<file path="src/hw/rtl/nv21rgb_pkg.sv">
// Package for the NV21 chroma-upsampling RGB converter.
// Item structs, BT.601 coefficients, the chroma interpolation function and the shift-clamp helper.
// No dependencies.
package nv21rgb_pkg;

    typedef struct packed {
        logic [7:0] luma;
        logic       col_odd;
        logic       row_odd;
        logic [7:0] v_top_left;
        logic [7:0] v_top_right;
        logic [7:0] v_bottom_left;
        logic [7:0] v_bottom_right;
        logic [7:0] u_top_left;
        logic [7:0] u_top_right;
        logic [7:0] u_bottom_left;
        logic [7:0] u_bottom_right;
    } t_pix_in;

    typedef struct packed {
        logic [7:0] red;
        logic [7:0] green;
        logic [7:0] blue;
    } t_pix_out;

    // Centred samples, products and sums
    typedef logic signed [8:0]  t_cen;
    typedef logic signed [19:0] t_prod;
    typedef logic signed [20:0] t_sum;

    localparam logic signed [11:0] C_Y   = 12'sd298;
    localparam logic signed [11:0] C_RV  = 12'sd409;
    localparam logic signed [11:0] C_GU  = 12'sd100;
    localparam logic signed [11:0] C_GV  = 12'sd208;
    localparam logic signed [11:0] C_BU  = 12'sd516;
    localparam logic        [7:0]  CHROMA_BIAS = 8'd128;
    localparam logic        [7:0]  LUMA_BIAS   = 8'd16;
    localparam logic        [7:0]  PIX_MAX     = 8'd255;

    // Bilinear weights are one, one half or one quarter at this position: floored averages
    function automatic logic [7:0] interp(
        input logic [7:0] tl,
        input logic [7:0] tr,
        input logic [7:0] bl,
        input logic [7:0] br,
        input logic       codd,
        input logic       rodd
    );
        logic [9:0] sum4;
        logic [8:0] sum_h;
        logic [8:0] sum_v;
        logic [7:0] res;
        sum4  = {2'b00, tl} + {2'b00, tr} + {2'b00, bl} + {2'b00, br};
        sum_h = {1'b0, tl} + {1'b0, tr};
        sum_v = {1'b0, tl} + {1'b0, bl};
        unique case ({codd, rodd})
            2'b11:   res = sum4[9:2];
            2'b10:   res = sum_h[8:1];
            2'b01:   res = sum_v[8:1];
            default: res = tl;
        endcase
        return res;
    endfunction

    // Arithmetic shift by 8, clamp to 0..255
    function automatic logic [7:0] shift_clamp(input t_sum s);
        logic [7:0] res;
        if (s[20]) begin
            res = 8'd0;
        end else if (s[19:16] != 4'd0) begin
            res = PIX_MAX;
        end else begin
            res = s[15:8];
        end
        return res;
    endfunction

endpackage

</file>
<file path="src/hw/rtl/nv21_bilinear_chroma_to_rgb.sv">
// NV21 4:2:0 limited-range BT.601 pixel to full-range RGB, four register stages.
// Uses nv21rgb_pkg for the item structs, coefficients and helpers.
//
// Usage:
//   Input channel i_valid / i_pix / o_stall carries one pixel per item: luma,
//   column and row parity and the edge-clamped V and U neighbours at each corner.
//   Output channel o_valid / o_pix / i_stall returns one RGB item per input.
//   Stages: chroma interpolation, coefficient multiplies, channel sums, then
//   shift, clamp and output register. Throughput is one item per clock while
//   the receiver does not stall; there is no state between pixels.
//   A stall from the receiver holds the output register and backs up through
//   the stages; empty stages still fill, so up to four items are held before
//   o_stall rises. o_stall follows i_stall combinationally through the
//   per-stage ready chain. Nothing is dropped or repeated under stall.
//   Reset (synchronous, active low) empties every stage; payload registers are
//   left as they are.
module nv21_bilinear_chroma_to_rgb (
    input  logic                  i_clk,
    input  logic                  i_rst_n,
    input  logic                  i_valid,
    output logic                  o_stall,
    input  nv21rgb_pkg::t_pix_in  i_pix,
    output logic                  o_valid,
    input  logic                  i_stall,
    output nv21rgb_pkg::t_pix_out o_pix
);
    import nv21rgb_pkg::*;

    // Stage valid bits
    logic r_v1, r_v2, r_v3, r_vo;
    logic rdy1, rdy2, rdy3, rdyo;

    // Stage 1: centred samples
    t_cen r_ys, r_vs, r_us;
    // Stage 2: products
    t_prod r_yp, r_rv, r_gu, r_gv, r_bu;
    // Stage 3: channel sums
    t_sum r_rs, r_gs, r_bs;
    // Output register
    t_pix_out r_pix;

    t_cen n_ys, n_vs, n_us;
    t_prod n_yp;
    logic [7:0] v_int, u_int;

    assign rdyo    = !r_vo || !i_stall;
    assign rdy3    = !r_v3 || rdyo;
    assign rdy2    = !r_v2 || rdy3;
    assign rdy1    = !r_v1 || rdy2;
    assign o_stall = !rdy1;

    always_comb begin
        v_int = interp(i_pix.v_top_left, i_pix.v_top_right, i_pix.v_bottom_left,
                       i_pix.v_bottom_right, i_pix.col_odd, i_pix.row_odd);
        u_int = interp(i_pix.u_top_left, i_pix.u_top_right, i_pix.u_bottom_left,
                       i_pix.u_bottom_right, i_pix.col_odd, i_pix.row_odd);
        n_ys  = $signed({1'b0, i_pix.luma}) - $signed({1'b0, LUMA_BIAS});
        n_vs  = $signed({1'b0, v_int}) - $signed({1'b0, CHROMA_BIAS});
        n_us  = $signed({1'b0, u_int}) - $signed({1'b0, CHROMA_BIAS});
        // rounding term rides with the luma product
        n_yp  = t_prod'(r_ys) * t_prod'(C_Y) + $signed({12'd0, CHROMA_BIAS});
    end

    always_ff @(posedge i_clk) begin
        if (!i_rst_n) begin
            r_v1 <= 1'b0;
            r_v2 <= 1'b0;
            r_v3 <= 1'b0;
            r_vo <= 1'b0;
        end else begin
            if (rdy1) begin
                r_v1 <= i_valid;
            end
            if (rdy2) begin
                r_v2 <= r_v1;
            end
            if (rdy3) begin
                r_v3 <= r_v2;
            end
            if (rdyo) begin
                r_vo <= r_v3;
            end
        end
    end

    always_ff @(posedge i_clk) begin
        if (rdy1 && i_valid) begin
            r_ys <= n_ys;
            r_vs <= n_vs;
            r_us <= n_us;
        end
        if (rdy2 && r_v1) begin
            r_yp <= n_yp;
            r_rv <= t_prod'(r_vs) * t_prod'(C_RV);
            r_gu <= t_prod'(r_us) * t_prod'(C_GU);
            r_gv <= t_prod'(r_vs) * t_prod'(C_GV);
            r_bu <= t_prod'(r_us) * t_prod'(C_BU);
        end
        if (rdy3 && r_v2) begin
            r_rs <= 21'(r_yp) + 21'(r_rv);
            r_gs <= 21'(r_yp) - 21'(r_gu) - 21'(r_gv);
            r_bs <= 21'(r_yp) + 21'(r_bu);
        end
        if (rdyo && r_v3) begin
            r_pix.red   <= shift_clamp(r_rs);
            r_pix.green <= shift_clamp(r_gs);
            r_pix.blue  <= shift_clamp(r_bs);
        end
    end

    assign o_valid = r_vo;
    assign o_pix   = r_pix;

endmodule

</file>
<file path="config.mk">
export PLATFORM = sky130hd
export DESIGN_NAME = nv21_bilinear_chroma_to_rgb
export DESIGN_NICKNAME = d
export VERILOG_FILES = /design/src/hw/rtl/nv21rgb_pkg.sv /design/src/hw/rtl/nv21_bilinear_chroma_to_rgb.sv
export SDC_FILE = /design/constraint.sdc
export NUM_CORES = 1
export LEC_CHECK = 0
export BUFFER_PORTS_ARGS = -buffer_cell sky130_fd_sc_hd__buf_2
export CORE_UTILIZATION = 30
export CTS_BUF_LIST = sky130_fd_sc_hd__clkbuf_8
export DETAILED_ROUTE_END_ITERATION = 6
export PLACE_DENSITY_LB_ADDON = 0.05
export SYNTH_ARGS = -nofsm -noshare
export SYNTH_HDL_FRONTEND = slang
export SYNTH_SLANG_ARGS = --single-unit
</file>
<file path="constraint.sdc">
create_clock -name i_clk -period 10.8 [get_ports i_clk]
set_clock_uncertainty 0.2 [all_clocks]
set_input_delay 1.62 -clock i_clk [delete_from_list [all_inputs] [get_ports i_clk]]
set_output_delay 1.62 -clock i_clk [all_outputs]
set_load 0.03 [all_outputs]
</file>
==> results of run 1 <==
worst register-to-register path, stage by stage (launching register included):
cell and delay, ns:
edfxtp_1 0.54, ha_1 0.40, ha_1 0.28, inv_1 0.05, fa_1 0.48, fa_1 0.55
inv_1 0.04, ha_1 0.32, ha_1 0.30, a21o_1 0.16, a21oi_1 0.21, nor2b_1 0.09
nor4_1 0.32, o31ai_1 0.17, o41ai_1 0.38, xnor2_1 0.12
layer usage:
metal  vias to the layer above  global-route usage (%)
li1                       4941                       -
met1                      4595                    18.1
met2                       110                    23.4
met3                        26                    1.72
met4                         0                    4.21
met5                         -                       0
sequential cells by signal (all words and copies together), names as in the netlist:
| name | flops |
|---|---|
| o_pix | 24 |
| o_valid | 1 |
| r_bs | 13 |
| r_bu | 18 |
| r_gs | 13 |
| r_gu | 12 |
| r_gv | 12 |
| r_rs | 13 |
| r_rv | 19 |
| r_us | 8 |
| r_v1 | 1 |
| r_v2 | 1 |
| r_v3 | 1 |
| r_vs | 8 |
| r_yp | 19 |
| r_ys | 9 |
layout make-up:
class / count / area (sq um)
fill: 5017 / 32300
multi-input combinational: 957 / 8930
sequential: 172 / 5120
tap: 664 / 831
inverter: 200 / 751
timing repair buffer: 109 / 561
clock buffer: 17 / 234
clock inverter: 14 / 148
metrics by stage:
step | cells | setup slack (ns) | area, sq um
global route | 2133 | 5.53 | 16600
detailed placement | 2102 | 5.58 | 16200
floorplan | 1344 | 2.30 | 14800
finish | 2133 | 5.93 | 16600
CTS | 2133 | 5.90 | 16600
global placement | 2102 | 5.63 | 16200
kinds of logic (layout without fill, tap and decap cells):
kind of cell | after synthesis | after routing | synth area share [%]
AO/OA/AOI/OAI | 243 | 243 | 11.0
XOR/XNOR | 108 | 108 | 6.37
adder cells (fa/ha/maj) | 336 | 336 | 32.8
buffers and inverters | 215 | 340 | 5.46
flip-flops | 172 | 172 | 34.5
multiplexers | 21 | 21 | 1.57
AND/OR/NAND/NOR | 249 | 249 | 8.27
worst min path at each step:
stage,from,to,slack (ns)
after detailed placement,r_v3,o_valid,0.31
final,r_v3,o_valid,0.32
after global routing,r_vs[1],r_rv[1],0.36
after global placement,r_v3,o_valid,0.28
after CTS,r_v3,o_valid,0.33
after floorplan,r_v3,o_valid,0.27
synthesized netlist by cell type (7+ instances only):
cell / instances / area, sq um
and3_1: 11 / 68.8
a21oi_1: 73 / 365
fa_1: 89 / 1780
nand3_1: 15 / 75.1
nand2b_1: 15 / 93.8
clkbuf_1: 9 / 33.8
a22oi_1: 7 / 52.6
a31oi_1: 8 / 50.1
a221oi_1: 10 / 87.6
xor2_1: 38 / 333
o21ai_1: 7 / 35.0
nor2_1: 104 / 390
nor2b_1: 22 / 138
edfxtp_1: 168 / 5040
nand2_1: 31 / 116
inv_1: 200 / 751
ha_1: 247 / 3090
mux2_2: 16 / 180
o21bai_1: 8 / 60.1
nor3_1: 14 / 70.1
o21ai_0: 26 / 130
a21o_1: 29 / 218
xnor2_1: 70 / 613
o21a_1: 17 / 128
where the power goes:
part | switching [mW] | internal, mW | leakage [nW]
Combinational | 1.67 | 1.25 | 5.63
Clock | 0.252 | 0.204 | 0.181
Sequential | 0.102 | 1.08 | 1.61
cells in the final DEF (no fill, tap or decap), types with 6 or more instances in the layout:
cell type    n
fa_1        89
nor2b_1     20
buf_2      103
buf_4        6
o21a_1      17
clkbuf_8    17
nand3_1     15
a21o_1      29
o21ai_0     26
edfxtp_1   168
a21oi_1     73
a31oi_1      8
nor2_1     104
nand2_1     31
and4_1       6
o21bai_1     8
nor3_1      14
nand2b_1    15
a22oi_1      7
xor2_1      38
mux2_2      16
inv_1      200
a211oi_1     6
and3_1      11
a221oi_1    10
o21ai_1      7
ha_1       247
xnor2_1     70
==> flow_metrics.tcl, run 1 <==
set metrics [dict create \
    wl_per_cell_microns 15.3 \
    final_core_util_pct 33.9 \
    dr_wl_met3_microns 639 \
    postCtsSetupRepairBufs 0 \
    maxCapViolations 0 \
    finalHoldViolations 0 \
    via_per_inst 4.53 \
    timing.final.crit_period_ns 4.87 \
    grt_overflow 0 \
    postSynthCellCount 1344 \
    setup.worst_path.end "r_rv[17]" \
    chipHeight_microns 224 \
    slew_violations 0 \
    grt_max_degree 75 \
    power_mw 4.56 \
    portBuffers 103 \
    async_flop_share_pct 0 \
    grt_pass1_vias 10000 \
    fin_crit_sh_pct 45.1 \
    postCtsHoldBufs 0 \
    htreeDepth 4 \
    synth.distinct_cells 73 \
    grt_antenna_before_repair 0 \
    drt_pass1_iterations 5 \
    hold-path-cell-count 2 \
    dr.first_iter.drc_count 278 \
    start_kind "flop" \
    gp_congestion 0.731 \
    ctsResizeCount 0 \
    numCtsBuffers 17 \
    rows 81 \
    wl_met2_microns 15800 \
    synth-seq-cells 172 \
    power_density_nw_per_um2 275 \
    worstReg2RegStart "r_vs[3]" \
    drive_gt1_share_pct 11.6 \
    reg2reg_slack_ns 5.93 \
    yosysWarnings 0 \
    setup_viol 0 \
    reg2reg_depth 15 \
    slowest_delay_ns 0.55 \
    cts_tree "built" \
    max_freq_mhz 205 \
    crit_top_cell "ha_1" \
    synth_fp_nets 1758 \
    die_width_microns 224 \
    rsz0062_at_grt "false" \
    worst-path-buf-inv 2 \
    outcome "finished, final reports clean" \
    drc 0 \
    place.detailed.hpwl_microns 27100 \
    hp-class "reg -> reg" \
    synth.yosys.seq_area_share_pct 34.5 \
    crit_cells 15 \
    die_area_sq_um 50400 \
    synth-edff-count 168 \
    vias 9672 \
    holdWs_ns 0.323 \
    critical_path_class "reg -> reg" \
    clock_latency_ns 0.51 \
    ir_drop_mv 0.113 \
    synthFlopType "edfxtp_1" \
    grt_first_pass_wirelength_microns 53600 \
    r2r_end "r_rv[17]" \
    crit_required_ns 10.85 \
    clkTransAtPathRegs_ns 0.10 \
    cts_root_buf "clkbuf_8" \
    cts_buffer_depth 2 \
    initial_core_util_pct 30.4 \
    cts.sinks 172 \
    syn-cell-area_sq_um 14800 \
    area_growth_pct 11.7 \
    antenna_cells 0 \
    ant_nets 0 \
    worst_slew_pin_slew_ns 1.08 \
    power.leakage_nw 7.41 \
    dr.max_layer_used "met4" \
    crit_path_end_kind "flop" \
    cp_cell_sequence "ha_1 > ha_1 > inv_1 > fa_1 > fa_1 > inv_1 > ha_1 > ha_1 > a21o_1 > a21oi_1 > nor2b_1 > nor4_1 > o31ai_1 > o41ai_1 > xnor2_1" \
    core_sq_um 48800 \
    io_pins 104 \
    maxSlewHeadroom_pct 28.1 \
    crit_start "r_vs[3]" \
    critPathSlowestCell "fa_1" \
    path_max_fanout 6 \
    cp.arrival_ns 4.93 \
    final_nets 1871 \
    avgSynthCellArea_sq_um 11.0 \
    tns_ns 0 \
    wl_met1_microns 15700 \
    drt_wl_total_microns 32600 \
    track_usage_pct 13.7 \
    cpLargestDelayFamily "adder cells" \
]
No activity file was read; power rests on OpenSTA's default activity.
==> inputs of run 2 (changes only) <==
==> constraint.sdc (replaced) <==
create_clock -name i_clk -period 4.8 [get_ports i_clk]
set_clock_uncertainty 0.2 [all_clocks]
set_input_delay 0.72 -clock i_clk [delete_from_list [all_inputs] [get_ports i_clk]]
set_output_delay 0.72 -clock i_clk [all_outputs]
set_load 0.03 [all_outputs]
==> flow_metrics.tcl, run 2 (same netlist as run 1, synthesis figures left out) <==
set metrics [dict create \
    start_kind "flop" \
    stdcell_count 2150 \
    slew_violations 0 \
    maxSlewHeadroom_pct 28.6 \
    largest_reg_flops 24 \
    slowest_delay_ns 0.55 \
    final_common_cell "ha_1" \
    ir_drop_mv 0.271 \
    hp-class "in -> reg" \
    reg2reg_slack_ns 0.30 \
    final_nets 1886 \
    dp.cells 2114 \
    crit_path_end_kind "flop" \
    grt_pass1_vias 10300 \
    hold-path-cell-count 1 \
    io_pins 104 \
    vias 9696 \
    portBuffers 103 \
    reg2reg_depth 15 \
    hold_end "r_ys[1]" \
    fin_crit_sh_pct 93.8 \
    drc 0 \
    numCtsBuffers 17 \
    place.detailed.hpwl_microns 27700 \
    outcome "finished, final reports clean" \
    crit_required_ns 4.86 \
    die_width_microns 224 \
    cp.arrival_ns 4.56 \
    power.leakage_nw 7.53 \
    cts_tree "built" \
    core_sq_um 48800 \
    gp_congestion 0.753 \
    dr.first_iter.drc_count 368 \
    finalHoldViolations 0 \
    maxCapViolations 0 \
    cp_cell_sequence "ha_4 > ha_1 > inv_1 > fa_1 > fa_1 > inv_1 > ha_1 > fa_1 > a21o_1 > a21oi_2 > o21a_1 > o311ai_1 > nor3_1 > a21oi_1 > xnor2_1" \
    grt_antenna_before_repair 1 \
    drive_gt1_share_pct 13.0 \
    critical_path_class "reg -> reg" \
    power_density_nw_per_um2 620 \
    cts.sinks 172 \
    postCtsHoldBufs 0 \
    clkTransAtPathRegs_ns 0.10 \
    grt_overflow 0 \
    cts_buffer_depth 2 \
    seq_area_sq_um 5120 \
    initial_core_util_pct 30.4 \
    worstReg2RegStart "r_vs[3]" \
    drt_pass1_iterations 4 \
    grt_first_pass_wirelength_microns 53600 \
    multi_input_area_sq_um 8970 \
    setup_viol 0 \
    die_area_sq_um 50400 \
    ant_nets 0 \
    chipHeight_microns 224 \
    power_mw 10.4 \
    hp-start "i_pix[67]" \
    clock_latency_ns 0.50 \
    crit_top_cell "fa_1" \
    fillCellCount 5063 \
    drt_wl_total_microns 32600 \
    worst_slew_pin_slew_ns 1.07 \
    tns_ns 0 \
    critPathSlowestCell "fa_1" \
    area_growth_pct 13.1 \
    max_freq_mhz 222 \
    rows 81 \
    via_per_inst 4.51 \
    layout_common_cells "ha_1 (246), inv_1 (200), edfxtp_1 (168), nor2_1 (104), buf_2 (103)" \
    wl_per_cell_microns 15.2 \
    rsz0062_at_grt "false" \
    r2r_end "r_rv[18]" \
    final_core_util_pct 34.4 \
    grt_max_degree 42 \
    htreeDepth 4 \
    cts_root_buf "clkbuf_8" \
    path_max_fanout 3 \
    track_usage_pct 13.7 \
    timing.final.crit_period_ns 4.50 \
]
-- run 2: area by class of cell --
type | instances | area share [%]
repair buffers | 124 | 4.01
inverters | 200 | 4.47
clock buffers | 17 | 1.39
diodes | 1 | 0.0149
clock inverters | 15 | 1.13
multi-input cells | 957 | 53.5
well taps | 664 | 4.95
flip-flops and latches | 172 | 30.5
-- run 2: what timing repair did --
| action | CTS | global route |
|---|---|---|
| gates resized for setup | 0 | 7 |
| buffers inserted | 0 | 3 |
| setup endpoints to repair | 0 | 7 |
-- run 2: report_power, final --
part	internal (mW)	switching, mW	total (mW)
Combinational	2.90	3.73	6.63
Clock	0.523	0.586	1.11
Sequential	2.44	0.226	2.66
Total	5.85	4.54	10.4
-- run 2: how the worst max path moves through the flow --
stage | start | end | slack [ns] | cells after the start
floorplan | r_vs[7] | r_rv[18] | 0.32 | 16
global placement | r_vs[3] | r_rv[17] | 0.21 | 15
detailed placement | r_vs[3] | r_rv[17] | 0.12 | 15
CTS | r_vs[3] | r_rv[17] | 0.09 | 15
global route | r_vs[3] | r_rv[18] | 0.004 | 15
finish | r_vs[3] | r_rv[18] | 0.30 | 15
-- run 2: through the flow --
step	area (sq um)	hold slack [ns]	setup WS (ns)
floorplan	14800	0.265	0.322
global placement	16300	0.284	0.208
detailed placement	16300	0.288	0.122
CTS	16700	0.142	0.0902
global route	16800	0.157	0.00381
finish	16800	0.198	0.298
-- run 2: metal layers --
| metal | vias up | share of wire [%] | global-route usage [%] |
|---|---|---|---|
| met5 | - | 0 | 0 |
| met4 | 0 | 1.6 | 4.28 |
| li1 | 4983 | - | - |
| met2 | 90 | 48 | 23.5 |
| met1 | 4601 | 48 | 17.9 |
| met3 | 22 | 1.9 | 1.75 |
-- run 2: critical path, delay by kind of cell (launching register included) --
kind	cells	cell delay, ns
fa+ha+maj	6	2.39
compound gates	5	0.81
flops	1	0.45
simple gates	1	0.20
xor+xnor	1	0.12
buf+inv	2	0.10
==> inputs of run 3 (changes only) <==
--- a/config.mk
+++ b/config.mk
@@ -6,8 +6,8 @@
 export NUM_CORES = 1
 export LEC_CHECK = 0
 export BUFFER_PORTS_ARGS = -buffer_cell sky130_fd_sc_hd__buf_2
-export CORE_UTILIZATION = 30
-export CTS_BUF_LIST = sky130_fd_sc_hd__clkbuf_8
+export CORE_UTILIZATION = 63
+export CTS_BUF_LIST = sky130_fd_sc_hd__clkbuf_16
 export DETAILED_ROUTE_END_ITERATION = 6
 export PLACE_DENSITY_LB_ADDON = 0.05
 export SYNTH_ARGS = -nofsm -noshare
==> flow_metrics.tcl, run 3 (same netlist as run 1, synthesis figures left out) <==
set metrics [dict create \
    ctsResizeCount 0 \
    cts_root_buf "clkbuf_16" \
    antenna_cells 0 \
    crit_top_cell "ha_1" \
    start_kind "flop" \
    postCtsSetupRepairBufs 0 \
    htreeDepth 4 \
    cp.arrival_ns 4.59 \
    cts_tree "built" \
    largest_reg_flops 24 \
    grt_overflow 0 \
    via_per_inst 5.48 \
    postCtsHoldBufs 0 \
    gp_congestion 0.902 \
    portBuffers 103 \
    die_area_sq_um 24200 \
    clkTransAtPathRegs_ns 0.08 \
    grt_antenna_before_repair 0 \
    finalHoldViolations 0 \
    drt_wl_total_microns 28400 \
    die_width_microns 155 \
    numCtsBuffers 17 \
    clock_latency_ns 0.44 \
    tns_ns 0 \
    rows 55 \
    final_common_cell "ha_1" \
    drive_gt1_share_pct 12.4 \
    slowest_delay_ns 0.55 \
    top_usage_layer "met2" \
    place.detailed.hpwl_microns 23300 \
    maxCapViolations 0 \
    power.leakage_nw 7.56 \
    grt_pass1_vias 9806 \
    crit_path_end_kind "flop" \
    io_pins 104 \
    drt_pass1_iterations 5 \
    initial_core_util_pct 64.9 \
    ant_nets 0 \
    track_usage_pct 24.8 \
    grt_util_met1_pct 31.7 \
    wl_per_cell_microns 15.9 \
    cp_cell_sequence "ha_1 > ha_1 > inv_1 > fa_1 > fa_1 > inv_1 > ha_1 > a21o_1 > o2bb2ai_2 > o41ai_1 > xnor2_1 > nand3_1 > nor2_1 > xnor2_1" \
    setup_viol 0 \
    use_met2_pct 43.4 \
    path_max_fanout 9 \
    cts.sinks 172 \
    ir_drop_mv 0.363 \
    critPathSlowestCell "edfxtp_1" \
    rsz0062_at_grt "false" \
    timing.final.crit_period_ns 4.62 \
    crit_required_ns 4.78 \
    max_freq_mhz 217 \
    cts_buffer_depth 2 \
    fin_crit_sh_pct 96.2 \
    hp-class "in -> reg" \
    drc 0 \
    dr.first_iter.drc_count 433 \
    core_sq_um 22800 \
    worst_slew_pin_slew_ns 0.999 \
    met3_usage_pct 3.57 \
    final_nets 1877 \
    layout_common_cells "ha_1 (246), inv_1 (200), edfxtp_1 (168), nor2_1 (104), buf_2 (103)" \
    outcome "finished, final reports clean" \
    slew_violations 0 \
    critical_path_class "reg -> reg" \
    chipHeight_microns 155 \
    power_density_nw_per_um2 642 \
    maxSlewHeadroom_pct 33.3 \
    power_mw 10.6 \
    area_growth_pct 10.8 \
    grt_first_pass_wirelength_microns 46900 \
    grt_max_degree 40 \
    vias 9807 \
]
-- run 3: path summary, 6_finish.rpt --
kind	start	end	slack (ns)	depth (start not counted)
setup / recovery	r_ys[8]	r_yp[18]	0.18	14
hold / removal	i_pix[67]	r_ys[1]	0.25	1
setup reg to reg	r_ys[8]	r_yp[18]	0.18	14
hold reg to reg	r_v3	o_valid	0.31	2
-- run 3: critical path: cells and delay by family, from the launching register on --
| kind | cells | cell delay, ns |
|---|---|---|
| flops | 1 | 0.55 |
| buf+inv | 2 | 0.12 |
| xor+xnor | 2 | 0.33 |
| compound gates | 3 | 0.79 |
| simple gates | 2 | 0.37 |
| fa+ha+maj | 5 | 2.00 |
-- run 3: area by class of cell --
type	count	area [sq um]
Timing Repair Buffer	115	606
Clock inverter	15	176
Tap cell	313	392
Sequential cell	172	5120
Fill cell	1650	6400
Clock buffer	17	425
Inverter	200	751
Multi-Input combinational cell	957	8970
-- run 3: where the power goes --
| part | total (mW) | internal (mW) | switching [mW] | leakage [nW] |
|---|---|---|---|---|
| sequential | 2.66 | 2.44 | 0.219 | 1.61 |
| combinational | 6.54 | 2.88 | 3.66 | 5.67 |
| clock | 1.37 | 0.701 | 0.667 | 0.285 |
-- run 3: through the flow --
| step | setup slack [ns] | cell area, sq um | hold WS (ns) | util (%) | cells |
|---|---|---|---|---|---|
| final | 0.184 | 16400 | 0.255 | 72.0 | 1789 |
| after global routing | 0.0165 | 16400 | 0.227 | 72.0 | 1789 |
| after CTS | 0.0835 | 16400 | 0.231 | 71.8 | 1789 |
| after detailed placement | 0.108 | 15800 | 0.301 | 69.2 | 1757 |
| after global placement | 0.193 | 15800 | 0.278 | 69.2 | 1757 |
| after floorplan | 0.322 | 14800 | 0.265 | - | 1344 |
-- run 3: layer usage --
layer / part of all wire (%) / vias to the layer above
met5: 0 / -
met4: 2.2 / 0
met3: 3.0 / 34
met2: 50 / 189
met1: 45 / 4625
li1: - / 4959
